--- src/design/lcpd_pkg.sv ---
// ----------------------------------------------------------------------------
// lcpd_pkg
// shared types and constants of the channel decoder
// ----------------------------------------------------------------------------
package lcpd_pkg;

    localparam int MAX_HEIGHT   = 4096;
    localparam int ROW_AW       = $clog2(MAX_HEIGHT);
    localparam int CFG_IDX_W    = 3;
    localparam int CFG_DATA_W   = 13;

    localparam logic [24:0] PIXEL_CAP = 25'h100_0000;
    localparam logic [15:0] COMP_RAW      = 16'd0;
    localparam logic [15:0] COMP_PACKBITS = 16'd1;
    localparam logic [15:0] COMP_UNKNOWN  = 16'd33;
    localparam logic [7:0]  OPAQUE        = 8'hFF;

    // register indexes of the configuration port
    localparam logic [CFG_IDX_W-1:0] REG_WIDTH    = 3'd0;
    localparam logic [CFG_IDX_W-1:0] REG_HEIGHT   = 3'd1;
    localparam logic [CFG_IDX_W-1:0] REG_CHANNELS = 3'd2;
    localparam logic [CFG_IDX_W-1:0] REG_FIRST    = 3'd3;

    localparam logic [1:0] LANE_ALPHA = 2'd0;

    typedef struct packed {
        logic [7:0] data_byte;
        logic       new_layer;
    } in_item_t;

    typedef struct packed {
        logic [23:0] pixel_index;
        logic [24:0] run_length;
        logic [7:0]  fill_value;
        logic [1:0]  lane;
    } out_item_t;

    // layer configuration seen by the decoder
    typedef struct packed {
        logic [12:0] width;
        logic [12:0] height;
        logic [4:0]  channels;
        logic        first;
        logic [24:0] total;
    } layer_cfg_t;

    // queue status toward the decoder
    typedef struct packed {
        logic valid;
        logic space;
    } queue_ctl_t;

endpackage

--- src/design/lcpd_out_queue.sv ---
// ----------------------------------------------------------------------------
// lcpd_out_queue
// two-entry result queue behind the decoder
// ----------------------------------------------------------------------------
module lcpd_out_queue (
    input  logic                clk,
    input  logic                rst_n,
    input  logic                wr,
    input  lcpd_pkg::out_item_t wr_item,
    output logic                space,
    output logic                empty,
    input  logic                pop,
    output lcpd_pkg::out_item_t result
);

    lcpd_pkg::out_item_t mem_reg [2];
    logic       wr_ptr_reg, wr_ptr_next;
    logic       rd_ptr_reg, rd_ptr_next;
    logic [1:0] count_reg, count_next;
    logic       do_push;
    logic       do_pop;

    assign space   = (count_reg != 2'd2);
    assign empty   = (count_reg == 2'd0);
    assign result  = mem_reg[rd_ptr_reg];
    assign do_push = wr && space;
    assign do_pop  = pop && !empty;

    always_comb
    begin
        wr_ptr_next = do_push ? ~wr_ptr_reg : wr_ptr_reg;
        rd_ptr_next = do_pop ? ~rd_ptr_reg : rd_ptr_reg;
        count_next  = count_reg + {1'b0, do_push} - {1'b0, do_pop};
    end

    always_ff @(posedge clk or negedge rst_n)
    begin
        if (!rst_n)
        begin
            wr_ptr_reg <= 1'b0;
            rd_ptr_reg <= 1'b0;
            count_reg  <= 2'd0;
        end
        else
        begin
            wr_ptr_reg <= wr_ptr_next;
            rd_ptr_reg <= rd_ptr_next;
            count_reg  <= count_next;
        end
    end

    always_ff @(posedge clk)
    begin
        if (do_push)
        begin
            mem_reg[wr_ptr_reg] <= wr_item;
        end
    end

endmodule

--- config.mk ---
export PLATFORM = sky130hd
export DESIGN_NAME = lcpd_out_queue
export DESIGN_NICKNAME = d
export VERILOG_FILES = /design/src/design/lcpd_pkg.sv /design/src/design/lcpd_out_queue.sv
export SDC_FILE = /design/constraint.sdc
export NUM_CORES = 1
export LEC_CHECK = 0
export BUFFER_PORTS_ARGS = -buffer_cell sky130_fd_sc_hd__buf_2
export CORE_MARGIN = 5
export CORE_UTILIZATION = 41
export CTS_BUF_LIST = sky130_fd_sc_hd__clkbuf_4
export DETAILED_ROUTE_END_ITERATION = 16
export GPL_TIMING_DRIVEN = 0
export HOLD_SLACK_MARGIN = 0.02
export PLACE_DENSITY = 0.73
export SYNTH_ARGS = -nofsm -noshare
export SYNTH_HDL_FRONTEND = slang
export SYNTH_SLANG_ARGS = --single-unit
--- constraint.sdc ---
create_clock -name clk -period 4.8 [get_ports clk]
set_input_delay 0.24 -clock clk [delete_from_list [all_inputs] [get_ports clk]]
set_output_delay 0.24 -clock clk [all_outputs]
set_load 0.005 [all_outputs]
==> metrics.yaml, run 1 <==
wl_mm: 8.54
setup_viol: 0
rsz0062_at_grt: "no"
post-dp-hpwl_mm: 5.36
antenna_found_initial: 0
clkPwrFrac_pct: 23.8
port_buffers: 123
hp-class: "in2reg"
fin_ws_ns: 2.83
ys_ff_latch: 122
drtIter0Drc: 89
num_rows: 39
critical_path.endpoint_type: "flop"
ir_drop_mv: 0.517
grt_max_degree: 60
cp.required_ns: 5.00
period_share_pct: 41.0
internal-power_mw: 2.71
insertion_delay_ns: 0.49
ant_nets: 0
holdPathStages: 3
synth_fp_nets: 266
route.detailed.drc: 0
max_clock_freq_mhz: 508
path_cells: "nand2b_1, nand2_1, nor2_4, buf_16, buf_12"
crit_type: "reg2reg"
crit_end: "mem_reg[0][10]$_DFFE_PP_"
r2r_end: "mem_reg[0][10]$_DFFE_PP_"
slowest_stage: "nor2_4"
syn_avg_cell_area_um2: 23.7
die_y_um: 118
ff2ff_path_depth: 5
drv_cap: 0
mostFrequentLayoutCell: "buf_2"
fin_hold_ws_ns: 0.119
cts_max_level: 4
r2r_setup_slack_ns: 2.83
worst_pin_slew_ns: 0.847
post_drt_wl_per_cell_um: 15.2
cts.reportedPaths.clkPinSlew_ns: 0.10
gr-total-overflow: 0
crit_start: "count_reg[1]$_DFF_PN0_"
final_cell_mix: "buf_2, edfxtp_1, dlygate4sd3_1"
gp_congestion: 0.684
sw_frac_of_total_pct: 25.8
num_vias: 2501
slew_headroom_pct: 43.5
clock_path_buffers: 2
critical_path.max_stage_delay_ns: 0.49
io_pins: 124
cts_resized: 0
fin_skew_ns: 0.0124
synthCells: 201
power.density_nw_per_um2: 556
synthToLayoutAreaGrowth_pct: 38.1
drive_gt1_share_pct: 53.5
pwr-share-comb_pct: 34.6
hold_viol_final: 0
clock-sinks: 122
antenna_cells: 0
seq_area_frac_synth_pct: 76.6
syn_area_um2: 4760
grt_pass1_wl_mm: 13.9
pre_cts_ws_ns: 2.85
core_area_um2: 11400
critPathLaunchType: "flop"
first_global_vias: 2826
cts_root_buffer: "clkbuf_4"
synth_cell_types: 14
crit_arrival_ns: 2.16
p_leak_nw: 2.69
routed_via_density: 4.47
netSwitchingPower_mw: 0.943
drt_first_pass_iters: 4
timing.rr.start: "count_reg[1]$_DFF_PN0_"
timing.final.max_slew_violations: 0
ys_warn_count: 0
status: "finished clean"
p_seq_share_pct: 41.6
fp.dieW_um: 118
largest_reg_flops: 118
cts_tree: "done"
path_max_fanout: 24
initial_core_util_pct: 41.7
grt.total_usage_pct: 12.9
final_net_count: 471
cts_buffers: 17
period_minus_slack_ns: 1.97
dieArea_um2: 13900
-- cell usage after synthesis --
cell | number | area share [%]
nand2b_1 | 1 | 0.13
nand2_1 | 1 | 0.079
and3_1 | 1 | 0.13
mux2_4 | 59 | 19
xnor2_1 | 3 | 0.55
nor2b_2 | 1 | 0.18
buf_6 | 1 | 0.24
buf_12 | 6 | 2.5
nor2_1 | 2 | 0.16
edfxtp_1 | 118 | 74
dfrtp_1 | 4 | 2.1
inv_1 | 1 | 0.079
ha_1 | 2 | 0.53
xor2_1 | 1 | 0.18
-- metrics by stage --
| stage | std cells | TNS [ns] | total power, mW | area (µm²) | utilization, % |
|---|---|---|---|---|---|
| detailed placement | 469 | 0 | 2.80 | 5610 | 49.1 |
| CTS | 560 | 0 | 3.72 | 6570 | 57.5 |
| global route | 560 | 0 | 3.86 | 6570 | 57.5 |
| floorplan | 201 | 0 | 2.37 | 4760 | - |
| finish | 560 | 0 | 3.66 | 6570 | 57.5 |
| global placement | 467 | -10.96 | 2.77 | 5550 | 48.6 |
-- routing by layer --
layer / global-route usage, % / vias to the layer above / routed length (µm)
met2: 21.5 / 81 / 4450
met4: 5.09 / 0 / 117
li1: - / 1202 / -
met5: 0 / - / 0
met1: 14.4 / 1208 / 3410
met3: 5.81 / 10 / 567
-- power by group through the flow --
stage / clock network, mW / logic (mW) / registers (mW)
finish: 0.872 / 1.26 / 1.52
CTS: 0.902 / 1.29 / 1.52
global route: 0.956 / 1.36 / 1.54
global placement: 0 / 1.20 / 1.56
floorplan: 0 / 0.828 / 1.54
detailed placement: 0 / 1.25 / 1.55
-- critical path: cells and delay by family (launching register included) --
family | cells | cell delay (ns)
simple gates | 3 | 0.79
buf+inv | 2 | 0.43
flops | 1 | 0.42
-- cells by family after synthesis --
kind of cell               count (synthesis)  synth area share [%]
xor gates and xnor gates                   4                 0.737
adders and majority gates                  2                 0.526
muxes                                     59                  18.6
buffers and inverters                      8                  2.84
DFF                                      122                  76.6
and+or+nand+nor                            6                 0.684
-- timing repair --
item                                   in CTS  in global routing
setup endpoints to repair                   0                  0
setup buffers                               0                  0
endpoints found under the hold margin     122                  0
hold buffers                               61                  0
-- how the worst min path moves through the flow --
stage | start | to | slack [ns]
floorplan | rst_n | count_reg[0]$_DFF_PN0_ | -0.06
CTS | pop | rd_ptr_reg$_DFFE_PN0P_ | 0.06
global placement | rst_n | count_reg[0]$_DFF_PN0_ | 0.05
detailed placement | rst_n | wr_ptr_reg$_DFFE_PN0N_ | 0.05
finish | pop | rd_ptr_reg$_DFFE_PN0P_ | 0.12
global route | pop | rd_ptr_reg$_DFFE_PN0P_ | 0.05
-- area by class of cell --
type,count,area (µm²)
clock buffers,20,150
plain buffers,7,131
repair buffers,186,1270
multi-input cells,71,991
fillers,891,4850
well taps,143,179
clock inverters,10,199
flip-flops and latches,122,3640
inverters,1,3.75
Note: power is estimated with default switching activity, not from simulation.
==> run 2, diff against run 1 <==
--- a/config.mk
+++ b/config.mk
@@ -12,7 +12,7 @@
 export DETAILED_ROUTE_END_ITERATION = 16
 export GPL_TIMING_DRIVEN = 0
 export HOLD_SLACK_MARGIN = 0.02
-export PLACE_DENSITY = 0.73
+export PLACE_DENSITY = 0.75
 export SYNTH_ARGS = -nofsm -noshare
 export SYNTH_HDL_FRONTEND = slang
 export SYNTH_SLANG_ARGS = --single-unit
==> constraint.sdc (replaced) <==
create_clock -name clk -period 1.8 [get_ports clk]
set_input_delay 0.09 -clock clk [delete_from_list [all_inputs] [get_ports clk]]
set_output_delay 0.09 -clock clk [all_outputs]
set_load 0.005 [all_outputs]
==> run 2 against run 1 <==
  * Final area increased by 5.5%
  * Clock power grew 120%
  * Cell count is 1.3% higher
  * Largest cell class unchanged
  * Largest power group is now combinational logic
==> metrics.yaml, run 2 (same netlist as run 1, synthesis figures left out) <==
cts_root_buffer: "clkbuf_4"
crit_start: "rd_ptr_reg$_DFFE_PN0P_"
final_cell_mix: "edfxtp_1, buf_2, dlygate4sd3_1"
cp_num_buf_inv: 3
antenna_found_initial: 0
die_y_um: 118
clock-sinks: 122
crit_top_cell: "buf_12"
antenna_cells: 0
slowest_stage: "dfrtp_1"
timing.final.max_slew_violations: 0
drive_gt1_share_pct: 53.8
gp_congestion: 0.669
io_pins: 124
critical_path.endpoint_type: "primary output"
placed_area_um2: 5620
p_seq_share_pct: 39.6
internal-power_mw: 7.55
insertion_delay_ns: 0.49
drt_first_pass_iters: 4
crit_end: "result[29]"
path_delay_family: "buffers and inverters"
hp-class: "in2reg"
cts_max_level: 4
period_share_pct: 96.3
r2r_end: "count_reg[1]$_DFF_PN0_"
grt.total_usage_pct: 13.1
clock_path_buffers: 2
route.detailed.drc: 0
period_minus_slack_ns: 1.73
cts.reportedPaths.clkPinSlew_ns: 0.10
path_cells: "buf_12, buf_12, mux2_4, buf_6"
setup_viol: 0
cts_buffers: 17
mostFrequentLayoutCell: "edfxtp_1"
dp.cells: 470
crit_type: "reg2out"
fin_util_pct: 60.7
finalNonFillerCells: 567
pwr-share-comb_pct: 41.3
worst_pin_slew_ns: 0.474
final_net_count: 476
dieArea_um2: 13900
critPathLaunchType: "flop"
p_leak_nw: 2.81
grt_max_degree: 37
netSwitchingPower_mw: 2.71
initial_core_util_pct: 41.7
fin_skew_ns: 0.0111
sw_frac_of_total_pct: 26.4
routed_via_density: 4.48
grt_pass1_wl_mm: 14.1
drtIter0Drc: 106
cp.required_ns: 1.71
cp_num_cells: 4
ir_drop_mv: 0.909
fin_hold_ws_ns: 0.315
totalPowerFinal_mw: 10.3
clkPwrFrac_pct: 19.1
ant_nets: 0
fp.dieW_um: 118
hold_viol_final: 0
post_drt_wl_per_cell_um: 16.3
path_max_fanout: 10
largest_reg_flops: 118
status: "finished clean"
synthToLayoutAreaGrowth_pct: 45.8
first_global_vias: 2806
wl_mm: 9.23
cts_tree: "done"
timing.rr.start: "count_reg[0]$_DFF_PN0_"
critical_path.max_stage_delay_ns: 0.41
rsz0062_at_grt: "yes"
num_rows: 39
slew_headroom_pct: 68.4
min_from: "wr_item[18]"
num_vias: 2539
gr-total-overflow: 0
r2r_setup_slack_ns: 0.14
crit_arrival_ns: 1.64
post-dp-hpwl_mm: 5.45
drv_cap: 0
ff2ff_path_depth: 7
final_cell_area_um2: 6930
max_clock_freq_mhz: 577
core_area_um2: 11400
port_buffers: 123
power.density_nw_per_um2: 1480
[run 2: routing by layer]
| metal | wire (µm) | track usage [%] |
|---|---|---|
| met1 | 3670 | 14.5 |
| met2 | 4820 | 22.6 |
| met3 | 586 | 4.95 |
| met4 | 150 | 5.38 |
| met5 | 0 | 0 |
[run 2: power groups by stage]
stage	logic (mW)	registers [mW]	clock network, mW
global placement	3.21	4.11	0
detailed placement	3.35	4.12	0
finish	4.23	4.07	1.96
global route	4.50	4.13	2.15
floorplan	2.22	4.08	0
CTS	3.71	4.06	2.04
[run 2: repair_timing]
| item | in CTS | in global routing |
|---|---|---|
| gates cloned | 0 | 1 |
| hold buffers | 63 | 0 |
| endpoints found under the setup margin | 78 | 101 |
| pin swaps | 1 | 2 |
| gates resized for setup | 19 | 42 |
| setup buffers | 0 | 1 |
| hold endpoints to repair | 124 | 0 |
[run 2: area by class of cell]
type | instances | area, µm²
clock inverters | 10 | 125
flip-flops and latches | 122 | 3640
multi-input cells | 72 | 1000
well taps | 143 | 179
inverters | 1 | 3.75
plain buffers | 7 | 140
fillers | 845 | 4480
clock buffers | 22 | 165
repair buffers | 190 | 1680
[run 2: worst min-delay path by stage]
stage	endpoint	slack (ns)	cells past startpoint
2_1_floorplan	count_reg[0]$_DFF_PN0_	-0.21	0
3_3_place_gp	count_reg[0]$_DFF_PN0_	-0.10	1
3_5_place_dp	count_reg[0]$_DFF_PN0_	-0.1	1
4_1_cts	mem_reg[1][54]$_DFFE_PP_	0.24	2
5_1_grt	mem_reg[0][51]$_DFFE_PP_	0.27	2
6_report	mem_reg[1][18]$_DFFE_PP_	0.31	2
[run 2: per-stage QoR]
step,worst slack [ns],TNS (ns)
finish,0.0658,0
global route,-0.0177,-0.518
CTS,-0.00859,-0.0270
detailed placement,-0.195,-4.64
global placement,-0.650,-58.77
floorplan,-0.127,-7.51
==> run 3, diff against run 2 <==
--- a/config.mk
+++ b/config.mk
@@ -12,7 +12,7 @@
 export DETAILED_ROUTE_END_ITERATION = 16
 export GPL_TIMING_DRIVEN = 0
 export HOLD_SLACK_MARGIN = 0.02
-export PLACE_DENSITY = 0.75
+export PLACE_DENSITY = 0.65
 export SYNTH_ARGS = -nofsm -noshare
 export SYNTH_HDL_FRONTEND = slang
 export SYNTH_SLANG_ARGS = --single-unit
==> run 3 against run 2 <==
  * Register-to-register slack lost 0.06 ns
  * Critical path depth is the same
  * Sequential share of layout area shrank 0.25 points
  * Count of clock-buffer cells in the layout shrank 3
  * Non-clock buffer count shrank 1
  * Clock power grew 7%
  * Worst setup slack gained 0.0037 ns
  * Maximum frequency grew 0.21%
  * Die area is the same
  * Core utilization grew 0.28 points
  * Hold slack lost 0.013 ns
  * Largest power group unchanged
==> metrics.yaml, run 3 (same netlist as run 1, synthesis figures left out) <==
drt_first_pass_iters: 4
setup_viol: 0
final_cell_area_um2: 6970
crit_arrival_ns: 1.64
slew_headroom_pct: 47.6
path_cells: "buf_8, buf_12, mux2_4, buf_6"
gp_congestion: 0.649
timing.final.max_slew_violations: 0
grt_max_degree: 60
gr-total-overflow: 0
critical_path.endpoint_type: "primary output"
critical_path.max_stage_delay_ns: 0.40
initial_core_util_pct: 41.7
hold_viol_final: 0
final_net_count: 476
grtUsageMet3_pct: 5.53
insertion_delay_ns: 0.50
grt_pass1_wl_mm: 14.6
port_buffers: 123
num_vias: 2569
path_max_fanout: 10
grt.total_usage_pct: 13.5
drv_cap: 0
rsz0062_at_grt: "yes"
post-dp-hpwl_mm: 5.72
antenna_cells: 0
cts_max_level: 4
drive_gt1_share_pct: 54.2
mostFrequentLayoutCell: "edfxtp_1"
dieArea_um2: 13900
tns_ns: 0
cts.reportedPaths.clkPinSlew_ns: 0.11
cts_root_buffer: "clkbuf_4"
ir_drop_mv: 0.789
grt.busiest_layer: "met2"
period_minus_slack_ns: 1.73
slowest_stage: "dfrtp_1"
cp.required_ns: 1.71
core_area_um2: 11400
hp-class: "in2reg"
grt_util_met1_pct: 15.8
cts_tree: "done"
post_drt_wl_per_cell_um: 16.3
power.density_nw_per_um2: 1490
largest_reg_flops: 118
cts_buffers: 17
routed_via_density: 4.53
fin_ws_ns: 0.0695
drtIter0Drc: 95
die_y_um: 118
ant_nets: 0
dp.cells: 469
fp.dieW_um: 118
synthToLayoutAreaGrowth_pct: 46.4
period_share_pct: 96.1
fin_util_pct: 61.0
p_leak_nw: 2.82
fin_hold_ws_ns: 0.302
final_cell_mix: "edfxtp_1, buf_2, dlygate4sd3_1"
first_global_vias: 2857
clock-sinks: 122
io_pins: 124
wl_mm: 9.25
placed_area_um2: 5620
route.detailed.drc: 0
antenna_found_initial: 0
num_rows: 39
max_clock_freq_mhz: 578
critPathLaunchType: "flop"
status: "finished clean"
fin_skew_ns: 0.0107
worst_pin_slew_ns: 0.786
pre_cts_ws_ns: -0.373
r2r_setup_slack_ns: 0.08
totalPowerFinal_mw: 10.4
clock_path_buffers: 2
finalNonFillerCells: 567
use_met2_pct: 22.2
final.fill_count: 832
crit_type: "reg2out"
==> run 3: cell types whose count changed in the layout (fill, tap and decap cells not counted), sizes merged <==
| cell | before | now |
|---|---|---|
| buf | 134 | 133 |
| bufinv | 3 | 4 |
| clkbuf | 22 | 19 |
| clkinv | 6 | 7 |
| clkinvlp | 1 | 2 |
| nor2 | 2 | 3 |
==> run 3: repair_timing <==
item,4_1_cts,5_1_grt
gates cloned,1,1
buffers inserted,1,0
hold endpoints to repair,124,0
gates resized for setup,3,58
setup endpoints to repair,66,131
hold buffers,63,0
pin swaps,1,1
==> run 3: layer usage <==
layer | vias up | wire (µm)
li1 | 1223 | -
met5 | - | 0
met2 | 91 | 4760
met1 | 1244 | 3870
met3 | 11 | 521
met4 | 0 | 100
==> run 3: final timing paths <==
kind / cells past startpoint / endpoint / startpoint
max in group asynchronous: 3 / count_reg[0]$_DFF_PN0_ / rst_n
min in group asynchronous: 3 / rd_ptr_reg$_DFFE_PN0P_ / rst_n
worst max register to register: 1 / mem_reg[1][21]$_DFFE_PP_ / wr_ptr_reg$_DFFE_PN0N_
worst min register to register: 1 / count_reg[0]$_DFF_PN0_ / count_reg[0]$_DFF_PN0_
worst max-delay path: 4 / result[1] / rd_ptr_reg$_DFFE_PN0P_
worst min-delay path: 2 / mem_reg[1][49]$_DFFE_PP_ / wr_item[49]
==> run 3: power breakdown <==
| group | total, mW | switching [mW] | internal, mW |
|---|---|---|---|
| Combinational | 4.24 | 1.60 | 2.64 |
| Sequential | 4.08 | 0.196 | 3.88 |
| Clock | 2.10 | 0.974 | 1.12 |
==> run 3: cell type report <==
type                       instances  area, µm²  area share (%)
buffer                             7        135            1.94
clock buffer                      19        143            2.05
clock inverter                    13        176            2.53
inverter                           1       3.75          0.0539
multi-input combinational         73       1010            14.6
sequential                       122       3640            52.3
tap                              143        179            2.57
timing repair buffer             189       1670            24.0
==> run 3: critical path, delay by kind of cell (launching register included) <==
family / cells / cell delay (ns)
mux: 1 / 0.31
buf+inv: 3 / 0.43
flops: 1 / 0.40
