<file path="src/design/lcpd_pkg.sv">
// ----------------------------------------------------------------------------
// lcpd_pkg
// shared types and constants of the channel decoder
// ----------------------------------------------------------------------------
package lcpd_pkg;

    localparam int MAX_HEIGHT   = 4096;
    localparam int ROW_AW       = $clog2(MAX_HEIGHT);
    localparam int CFG_IDX_W    = 3;
    localparam int CFG_DATA_W   = 13;

    localparam logic [24:0] PIXEL_CAP = 25'h100_0000;
    localparam logic [15:0] COMP_RAW      = 16'd0;
    localparam logic [15:0] COMP_PACKBITS = 16'd1;
    localparam logic [15:0] COMP_UNKNOWN  = 16'd33;
    localparam logic [7:0]  OPAQUE        = 8'hFF;

    // register indexes of the configuration port
    localparam logic [CFG_IDX_W-1:0] REG_WIDTH    = 3'd0;
    localparam logic [CFG_IDX_W-1:0] REG_HEIGHT   = 3'd1;
    localparam logic [CFG_IDX_W-1:0] REG_CHANNELS = 3'd2;
    localparam logic [CFG_IDX_W-1:0] REG_FIRST    = 3'd3;

    localparam logic [1:0] LANE_ALPHA = 2'd0;

    typedef struct packed {
        logic [7:0] data_byte;
        logic       new_layer;
    } in_item_t;

    typedef struct packed {
        logic [23:0] pixel_index;
        logic [24:0] run_length;
        logic [7:0]  fill_value;
        logic [1:0]  lane;
    } out_item_t;

    // layer configuration seen by the decoder
    typedef struct packed {
        logic [12:0] width;
        logic [12:0] height;
        logic [4:0]  channels;
        logic        first;
        logic [24:0] total;
    } layer_cfg_t;

    // queue status toward the decoder
    typedef struct packed {
        logic valid;
        logic space;
    } queue_ctl_t;

endpackage

</file>
<file path="src/design/lcpd_front.sv">
// ----------------------------------------------------------------------------
// lcpd_front
// two-entry input queue ahead of the decoder
// ----------------------------------------------------------------------------
module lcpd_front (
    input  logic               clk,
    input  logic               rst_n,
    input  logic               push,
    output logic               full,
    input  lcpd_pkg::in_item_t in_item,
    output lcpd_pkg::in_item_t head,
    output logic               head_valid,
    input  logic               take
);

    lcpd_pkg::in_item_t mem_reg [2];
    logic       wr_ptr_reg, wr_ptr_next;
    logic       rd_ptr_reg, rd_ptr_next;
    logic [1:0] count_reg, count_next;
    logic       do_push;
    logic       do_pop;

    assign full       = (count_reg == 2'd2);
    assign head_valid = (count_reg != 2'd0);
    assign head       = mem_reg[rd_ptr_reg];
    assign do_push    = push && !full;
    assign do_pop     = take && head_valid;

    always_comb
    begin
        wr_ptr_next = do_push ? ~wr_ptr_reg : wr_ptr_reg;
        rd_ptr_next = do_pop ? ~rd_ptr_reg : rd_ptr_reg;
        count_next  = count_reg + {1'b0, do_push} - {1'b0, do_pop};
    end

    always_ff @(posedge clk or negedge rst_n)
    begin
        if (!rst_n)
        begin
            wr_ptr_reg <= 1'b0;
            rd_ptr_reg <= 1'b0;
            count_reg  <= 2'd0;
        end
        else
        begin
            wr_ptr_reg <= wr_ptr_next;
            rd_ptr_reg <= rd_ptr_next;
            count_reg  <= count_next;
        end
    end

    always_ff @(posedge clk)
    begin
        if (do_push)
        begin
            mem_reg[wr_ptr_reg] <= in_item;
        end
    end

endmodule

</file>
<file path="config.mk">
export PLATFORM = sky130hd
export DESIGN_NAME = lcpd_front
export DESIGN_NICKNAME = d
export VERILOG_FILES = /design/src/design/lcpd_pkg.sv /design/src/design/lcpd_front.sv
export SDC_FILE = /design/constraint.sdc
export NUM_CORES = 1
export LEC_CHECK = 0
export BUFFER_PORTS_ARGS = -buffer_cell sky130_fd_sc_hd__buf_2
export CELL_PAD_IN_SITES_DETAIL_PLACEMENT = 1
export CELL_PAD_IN_SITES_GLOBAL_PLACEMENT = 1
export CORE_MARGIN = 1.5
export CORE_UTILIZATION = 40
export CTS_CLUSTER_DIAMETER = 120
export DETAILED_ROUTE_END_ITERATION = 8
export PLACE_DENSITY = 0.82
export SYNTH_ARGS = -nofsm -noshare
export SYNTH_HDL_FRONTEND = slang
export SYNTH_SLANG_ARGS = --single-unit
</file>
<file path="constraint.sdc">
create_clock -name clk -period 1.98 [get_ports clk]
set_clock_uncertainty 0.1 [all_clocks]
set_input_delay 0.297 -clock clk [delete_from_list [all_inputs] [get_ports clk]]
set_output_delay 0.297 -clock clk [all_outputs]
set_load 0.02 [all_outputs]
</file>
==> results.json, run 1 <==
{
  "status": "finished, final reports clean",
  "initial_core_util_pct": 43.0,
  "die_area_um2": 2420,
  "drcViolationCount": 0,
  "synth_xor_area_share_pct": 4.11,
  "cellLeakagePower_nw": 0.437,
  "hold_violations": 0,
  "track_usage_pct": 14.9,
  "cts-buffers-inserted": 3,
  "timing.max_cap.violations": 0,
  "ys_warn_count": 0,
  "criticalPathCategory": "reg2out",
  "synthTopCellsByArea": "edfxtp_1 63%, mux2_2 12%, dfrtp_1 12%, xnor2_1 3.1%, ha_1 2.9%",
  "io_buffer_count": 23,
  "synth_top_area_share_pct": 63.4,
  "synth_edf_count": 18,
  "ir_worst_vdd_mv": 0.669,
  "crit_arrival_ns": 1.48,
  "antenna_cells": 0,
  "vias": 461,
  "synth_top_family_by_area": "multiplexers",
  "clock-root-buffer": "clkbuf_4",
  "ys_types": 14,
  "post_cts_buffers": 0,
  "p_seq_share_pct": 44.4,
  "p_sw_share_pct": 32.1,
  "grt_max_degree": 14,
  "grt_pass1_vias": 487,
  "crit_chain": "mux2_2, buf_2",
  "vias_per_cell": 4.56,
  "ys.flop_type": "edfxtp_1",
  "cts_sinks": 22,
  "finalSetupViolations": 0,
  "crit_fanout": 10,
  "synthCells": 46,
  "largest_reg_flops": 18,
  "clkTransAtPathRegs_ns": 0.12,
  "ant_nets": 0,
  "ys_seq_area_share_pct": 75.2,
  "antenna_found_initial": 0,
  "relSlewSlack_pct": 69.6,
  "fmax_mhz": 533,
  "ios": 24,
  "fin_crit_ns": 1.88,
  "crit_path_max_incr_delay_ns": 0.63,
  "synth_compound_area_share_pct": 0,
  "die_h_um": 49.2,
  "insertion_delay_ns": 0.30,
  "overflow": 0,
  "hpwl_mm": 1.11,
  "dpl_cell_area_um2": 1000,
  "worstHoldPathType": "in2reg",
  "fin_area_um2": 1070,
  "synthMuxAreaShare_pct": 11.9,
  "coreArea_um2": 1980,
  "synthSimpleGateAreaFrac_pct": 4.41,
  "nets": 90,
  "synth-seq-cells": 22,
  "netlist.top_cell.by_area": "edfxtp_1",
  "rsz0062_at_grt": "false",
  "drt_pre_antenna_iters": 2,
  "p_comb_share_pct": 35.1,
  "synth.avg_cell_area_um2": 18.5,
  "final.setup.tns_ns": 0,
  "dieWidth_um": 49.2,
  "drt-total-wl_mm": 1.49,
  "syn-cell-area_um2": 852,
  "cp-end-kind": "primary output",
  "clk_path_buf_depth": 2,
  "gp_congestion": 0.645,
  "row_count": 16,
  "syn_to_final_growth_pct": 25.1,
  "hold_buffers": 1,
  "async_flop_share_pct": 18.2,
  "cts_resized": 0,
  "p_sw_mw": 0.529,
  "tightest_slew_ns": 0.456,
  "cts_tree": "built",
  "worst_ep_required_time_ns": 1.58,
  "synth_fa_ha_area_share_pct": 2.94,
  "slew_violations": 0,
  "p_int_mw": 1.12,
  "startpoint_type": "flip-flop",
  "post-route-period-util_pct": 94.8,
  "p_clk_share_pct": 20.5,
  "grt_pass1_wl_mm": 2.53,
  "avgRoutedWirePerCell_um": 14.8,
  "drt-initial-drc-count": 3,
  "drive_gt1_share_pct": 52.7,
  "synth_nets": 61,
  "cp_slowest_cell": "dfrtp_1",
  "p_per_area_nw_per_um2": 1550,
  "h-tree-depth": 1
}
-- per-layer routing --
metal  GRT usage (%)  share of wire, %  vias up
met4            8.57              0.94        0
met2            26.6                55       13
li1                -                 -      223
met3            3.68               4.8        2
met5               0                 0        -
met1            15.7                39      223
-- cells in the final DEF, fill, tap and decap left out --
cell	n
mux2_2	9
nand2_1	1
ha_1	2
dfrtp_1	4
xnor2_1	3
and3_1	1
xor2_1	1
nand2b_1	1
bufinv_16	1
or2_4	1
inv_1	2
clkbuf_4	3
nor2_1	1
edfxtp_1	18
and2_4	1
dlygate4sd3_1	1
buf_4	1
buf_2	23
-- synth_stat cells (2+ instances only) --
cell	count
dfrtp_1	4
edfxtp_1	18
ha_1	2
inv_1	2
mux2_2	9
xnor2_1	3
-- final timing paths --
| path | startpoint | to | slack, ns | cells after the start |
|---|---|---|---|---|
| max reg2reg | count_reg[1] | count_reg[1] | 0.18 | 7 |
| min | in_item[1] | mem_reg[1][1] | 0.07 | 1 |
| max | rd_ptr_reg | head[5] | 0.10 | 2 |
| min reg2reg | wr_ptr_reg | wr_ptr_reg | 0.40 | 1 |
| min in group asynchronous | rst_n | wr_ptr_reg | 0.20 | 2 |
| max in group asynchronous | rst_n | rd_ptr_reg | 1.45 | 2 |
-- area by class of cell --
cell class	count	area, um2
clock buffer	3	22.5
clock inverter	1	30.0
sequential	22	641
fill	193	916
tap	27	33.8
timing repair buffer	25	133
multi-input combinational	21	199
inverter	2	7.51
-- per-stage QoR --
step	setup slack (ns)	cells	hold WS [ns]	util, %	total power [mW]
floorplan	0.214	46	-0.0986	-	1.15
global placement	0.240	96	0.00975	50.6	1.30
detailed placement	0.201	96	0.0116	50.6	1.33
CTS	0.0747	101	0.0656	53.8	1.67
global route	0.00998	101	0.0497	53.8	1.74
finish	0.103	101	0.0723	53.8	1.65
-- power by group through the flow --
stage	Combinational (mW)	Clock [mW]	Sequential, mW
floorplan	0.459	0	0.689
global placement	0.569	0	0.733
detailed placement	0.585	0	0.746
CTS	0.591	0.344	0.735
global route	0.631	0.365	0.749
finish	0.578	0.337	0.732
-- worst max-delay path, delay by kind of cell, from the launching register on --
family                 cells  cell delay (ns)
flip-flops                 1             0.63
multiplexers               1             0.40
buffers and inverters      1             0.16
-- logic make-up (layout without fill, tap and decap cells) --
group	count (synthesis)	count (layout)
simple gates	6	6
fa+ha+maj	2	2
xor+xnor	4	4
mux	9	9
flops	22	22
buf+inv	3	31
No activity file was read; power rests on OpenSTA's default activity.
==> inputs of run 2 (changes only) <==
==> constraint.sdc (replaced) <==
create_clock -name clk -period 1.9 [get_ports clk]
set_clock_uncertainty 0.1 [all_clocks]
set_input_delay 0.285 -clock clk [delete_from_list [all_inputs] [get_ports clk]]
set_output_delay 0.285 -clock clk [all_outputs]
set_load 0.02 [all_outputs]
==> results.json, run 2 (synthesis results as in run 1) <==
{
  "initial_core_util_pct": 43.0,
  "grt_pass1_vias": 487,
  "startpoint_type": "flip-flop",
  "final.setup.tns_ns": 0,
  "rsz0062_at_grt": "false",
  "timing.max_cap.violations": 0,
  "coreArea_um2": 1980,
  "row_count": 16,
  "clock-root-buffer": "clkbuf_4",
  "cp-end-kind": "flip-flop",
  "clkTransAtPathRegs_ns": 0.12,
  "reg2reg_depth": 7,
  "cts-buffers-inserted": 3,
  "cts_sinks": 22,
  "track_usage_pct": 14.9,
  "gp_congestion": 0.645,
  "overflow": 0,
  "whs_ns": 0.0614,
  "die_area_um2": 2420,
  "drcViolationCount": 0,
  "criticalPathCategory": "reg2reg",
  "drt-initial-drc-count": 3,
  "vias_per_cell": 4.56,
  "h-tree-depth": 1,
  "fin_crit_ns": 1.78,
  "dieWidth_um": 49.2,
  "largest_reg_flops": 18,
  "min_path_cells": 1,
  "syn_to_final_growth_pct": 27.0,
  "drt_pre_antenna_iters": 2,
  "mostFrequentLayoutCell": "buf_2",
  "grt_max_degree": 14,
  "crit_arrival_ns": 1.88,
  "clk_path_buf_depth": 2,
  "status": "finished, final reports clean",
  "insertion_delay_ns": 0.30,
  "drt-total-wl_mm": 1.51,
  "crit_fanout": 2,
  "drive_gt1_share_pct": 56.0,
  "avgRoutedWirePerCell_um": 14.8,
  "worstHoldPathType": "in2reg",
  "dp.cells": 96,
  "hold_violations": 0,
  "layout.cells.non_filler": 102,
  "tightest_slew_ns": 0.461,
  "fmax_mhz": 563,
  "multiInputGateArea_um2": 206,
  "hpwl_mm": 1.11,
  "ant_nets": 0,
  "die_h_um": 49.2,
  "vias": 465,
  "grt_pass1_wl_mm": 2.53,
  "antenna_found_initial": 0,
  "nFillCells": 194,
  "cellLeakagePower_nw": 0.446,
  "final_cell_mix": "23 x buf_2, 18 x edfxtp_1, 9 x mux2_2",
  "cts_tree": "built",
  "worst_ep_required_time_ns": 2.00,
  "ir_worst_vdd_mv": 0.722,
  "io_buffer_count": 23,
  "regArea_um2": 642,
  "p_per_area_nw_per_um2": 1620,
  "nets": 91,
  "antenna_cells": 0,
  "post-route-period-util_pct": 93.5,
  "ios": 24,
  "relSlewSlack_pct": 69.3,
  "finalSetupViolations": 0,
  "slew_violations": 0
}
## run 2: cell count changes in the layout (fill, tap and decap cells not counted)
cell     previous run  this run
xnor2_2             0         1
dfrtp_1             4         3
xnor2_1             3         2
dfrtp_2             0         1
buf_4               1         2
## run 2: worst max-delay path, cell delays in order, from the launching register on
cell,delay [ns]
dfrtp_1,0.41
or2_4,0.25
and2_4,0.16
ha_1,0.27
inv_1,0.04
ha_1,0.20
xnor2_2,0.14
xnor2_1,0.12
## run 2: layout make-up
type                            instances  area share [%]
Multi-Input combinational cell         21            19.1
Inverter                                2           0.694
Timing Repair Buffer                   26            12.9
Sequential cell                        22            59.3
Tap cell                               27            3.12
Clock buffer                            3            2.08
Clock inverter                          1            2.77
## run 2: what timing repair did
item                       4_1_cts  5_1_grt
buffers inserted                 0        1
gates resized for setup          0        2
hold endpoints to repair         4        0
hold buffers                     1        0
setup endpoints to repair        0       10
## run 2: layer usage
metal,GRT usage (%),up-vias,wire (um)
met1,15.7,225,592
li1,-,225,-
met3,3.68,2,71
met2,26.6,13,831
met5,0,-,0
met4,8.57,0,14
## run 2: final timing paths
path / start / end / slack (ns)
worst max-delay path: count_reg[1] / count_reg[1] / 0.12
worst min register to register: wr_ptr_reg / wr_ptr_reg / 0.40
worst min-delay path: in_item[1] / mem_reg[1][1] / 0.06
min in group asynchronous: rst_n / wr_ptr_reg / 0.19
worst max register to register: count_reg[1] / count_reg[1] / 0.12
max in group asynchronous: rst_n / rd_ptr_reg / 1.37
## run 2: metrics by stage
step	power, mW	util [%]	cell area, um2	setup slack (ns)
floorplan	1.20	-	852	0.134
CTS	1.74	53.8	1070	0.00673
detailed placement	1.39	50.6	1000	0.121
finish	1.76	54.6	1080	0.123
global placement	1.36	50.6	1000	0.160
global route	1.86	54.6	1080	0.0325
## run 2: report_power, final
group          leakage (nW)  switching [mW]  total (mW)  internal, mW
logic                 0.205           0.339       0.646         0.307
registers             0.213          0.0854       0.761         0.675
clock network        0.0279           0.138       0.351         0.213
total                 0.446           0.563        1.76          1.20
==> inputs of run 3 (changes only) <==
==> config.mk (replaced) <==
export PLATFORM = sky130hd
export DESIGN_NAME = lcpd_front
export DESIGN_NICKNAME = d
export VERILOG_FILES = /design/src/design/lcpd_pkg.sv /design/src/design/lcpd_front.sv
export SDC_FILE = /design/constraint.sdc
export NUM_CORES = 1
export LEC_CHECK = 0
export CELL_PAD_IN_SITES_DETAIL_PLACEMENT = 1
export CELL_PAD_IN_SITES_GLOBAL_PLACEMENT = 1
export CORE_MARGIN = 1.5
export CORE_UTILIZATION = 48
export CTS_CLUSTER_DIAMETER = 120
export DETAILED_ROUTE_END_ITERATION = 8
export DONT_BUFFER_PORTS = 1
export PLACE_DENSITY = 0.8
export SYNTH_ARGS = -nofsm -noshare
export SYNTH_HDL_FRONTEND = slang
export SYNTH_SLANG_ARGS = --single-unit
==> results.json, run 3 (synthesis results as in run 1) <==
{
  "status": "finished, final reports clean",
  "drt-initial-drc-count": 8,
  "cts-buffers-inserted": 3,
  "clkTransAtPathRegs_ns": 0.12,
  "timing.max_cap.violations": 0,
  "nets": 79,
  "overflow": 0,
  "p_per_area_nw_per_um2": 1540,
  "cellLeakagePower_nw": 0.395,
  "crit_cells": 7,
  "die_h_um": 45.1,
  "gp_congestion": 0.636,
  "worst_ep_required_time_ns": 2.01,
  "criticalPathCategory": "reg2reg",
  "largest_reg_flops": 18,
  "relSlewSlack_pct": 68.9,
  "cp_top_family": "simple AND/OR/NAND/NOR gates",
  "crit_path_max_incr_delay_ns": 0.41,
  "mostFrequentLayoutCell": "edfxtp_1",
  "vias_per_cell": 5.38,
  "crit_fanout": 2,
  "ant_nets": 0,
  "drt_pre_antenna_iters": 4,
  "track_usage_pct": 15.6,
  "dr.max_layer_used": "met3",
  "drt-total-wl_mm": 1.50,
  "coreArea_um2": 1690,
  "startpoint": "count_reg[1]",
  "grt_max_degree": 13,
  "startpoint_type": "flip-flop",
  "h-tree-depth": 1,
  "worst-path-buf-inv": 1,
  "avgRoutedWirePerCell_um": 18.7,
  "tightest_slew_ns": 0.467,
  "route.met2.wl_um": 865,
  "rr_startpoint": "count_reg[1]",
  "io_buffer_count": 0,
  "crit_chain": "or2_4, and2_4, ha_4, inv_1, ha_2, xnor2_2, xnor2_1",
  "initial_core_util_pct": 50.4,
  "ir_worst_vdd_mv": 0.830,
  "reg2reg_slack_ns": 0.07,
  "final.setup.tns_ns": 0,
  "grt_pass1_vias": 481,
  "post-route-period-util_pct": 96.4,
  "rsz0062_at_grt": "false",
  "cp_slowest_cell": "dfrtp_1",
  "crit_arrival_ns": 1.95,
  "antenna_cells": 0,
  "insertion_delay_ns": 0.29,
  "hpwl_mm": 1.01,
  "dr_wl_met3_um": 72,
  "row_count": 15,
  "drive_gt1_share_pct": 36.5,
  "cts_sinks": 22,
  "slew_violations": 0,
  "grt_pass1_wl_mm": 2.15,
  "final_cell_mix": "18 x edfxtp_1, 10 x dlygate4sd3_1, 9 x mux2_2",
  "layout.cells.non_filler": 80,
  "drcViolationCount": 0,
  "cp-end-kind": "flip-flop",
  "clk_path_buf_depth": 2,
  "critPathCapture": "count_reg[1]",
  "met1_length_um": 560,
  "fmax_mhz": 546,
  "hold_violations": 0,
  "vias": 430,
  "die_area_um2": 2040,
  "antenna_found_initial": 0,
  "fin_crit_ns": 1.83,
  "nFillCells": 150,
  "worstHoldPathType": "in2reg",
  "cts_tree": "built",
  "reg2reg_depth": 7,
  "rr_endpoint": "count_reg[1]",
  "dp.cells": 63,
  "syn_to_final_growth_pct": 24.4,
  "ios": 24,
  "dieWidth_um": 45.1,
  "finalSetupViolations": 0,
  "clock-root-buffer": "clkbuf_4"
}
==> run 3: cell types whose count changed in the layout (fill, tap and decap cells not counted), sizes merged <==
cell         previous run  this run
bufinv                  1         0
buf                    25         4
dlygate4sd3             1        10
clkbuf                  3         4
==> run 3: how the worst min path moves through the flow <==
stage	depth (start not counted)	slack, ns	end	start
after floorplan	0	-0.11	count_reg[0]	rst_n
after global placement	0	-0.11	rd_ptr_reg	rst_n
after detailed placement	0	-0.11	rd_ptr_reg	rst_n
after CTS	2	0.1	wr_ptr_reg	push
after global routing	2	0.07	wr_ptr_reg	push
final	2	0.08	wr_ptr_reg	push
==> run 3: per-layer routing <==
layer  GRT usage [%]  up-vias
li1                -      201
met1            15.8      218
met2            30.9       11
met3            4.40        0
met4            3.53        0
met5               0        -
==> run 3: area by class of cell <==
type / instances / area [um2] / share of cell area, %
repair buffers: 14 / 130 / 12.3
well taps: 17 / 21.3 / 2.01
inverters: 2 / 7.51 / 0.708
multi-input cells: 21 / 224 / 21.1
clock buffers: 4 / 36.3 / 3.42
flip-flops and latches: 22 / 641 / 60.4
==> run 3: stage by stage <==
step           hold WS [ns]  util (%)  cell area [um2]  setup WS (ns)  total power, mW
3_3_place_gp         -0.110      51.9              876          0.116             1.24
2_1_floorplan        -0.111         -              852          0.134             1.20
5_1_grt              0.0726      62.7             1060        0.00277             1.72
4_1_cts              0.0977      61.0             1030         0.0123             1.60
6_report             0.0792      62.7             1060         0.0679             1.64
3_5_place_dp         -0.111      51.9              876       0.000362             1.30
==> run 3: what timing repair did <==
item / 4_1_cts / 5_1_grt
resized for setup: 1 / 3
hold buffers: 10 / 0
endpoints found under the setup margin: 1 / 1
endpoints found under the hold margin: 22 / 0
gates cloned: 0 / 0
buffers inserted: 2 / 1
pin swaps: 3 / 5
==> run 3: where the power goes <==
group | total, mW | switching (mW) | internal, mW | leakage [nW]
Sequential | 0.755 | 0.0827 | 0.673 | 0.214
Clock | 0.250 | 0.133 | 0.117 | 0.0210
Combinational | 0.630 | 0.352 | 0.278 | 0.161
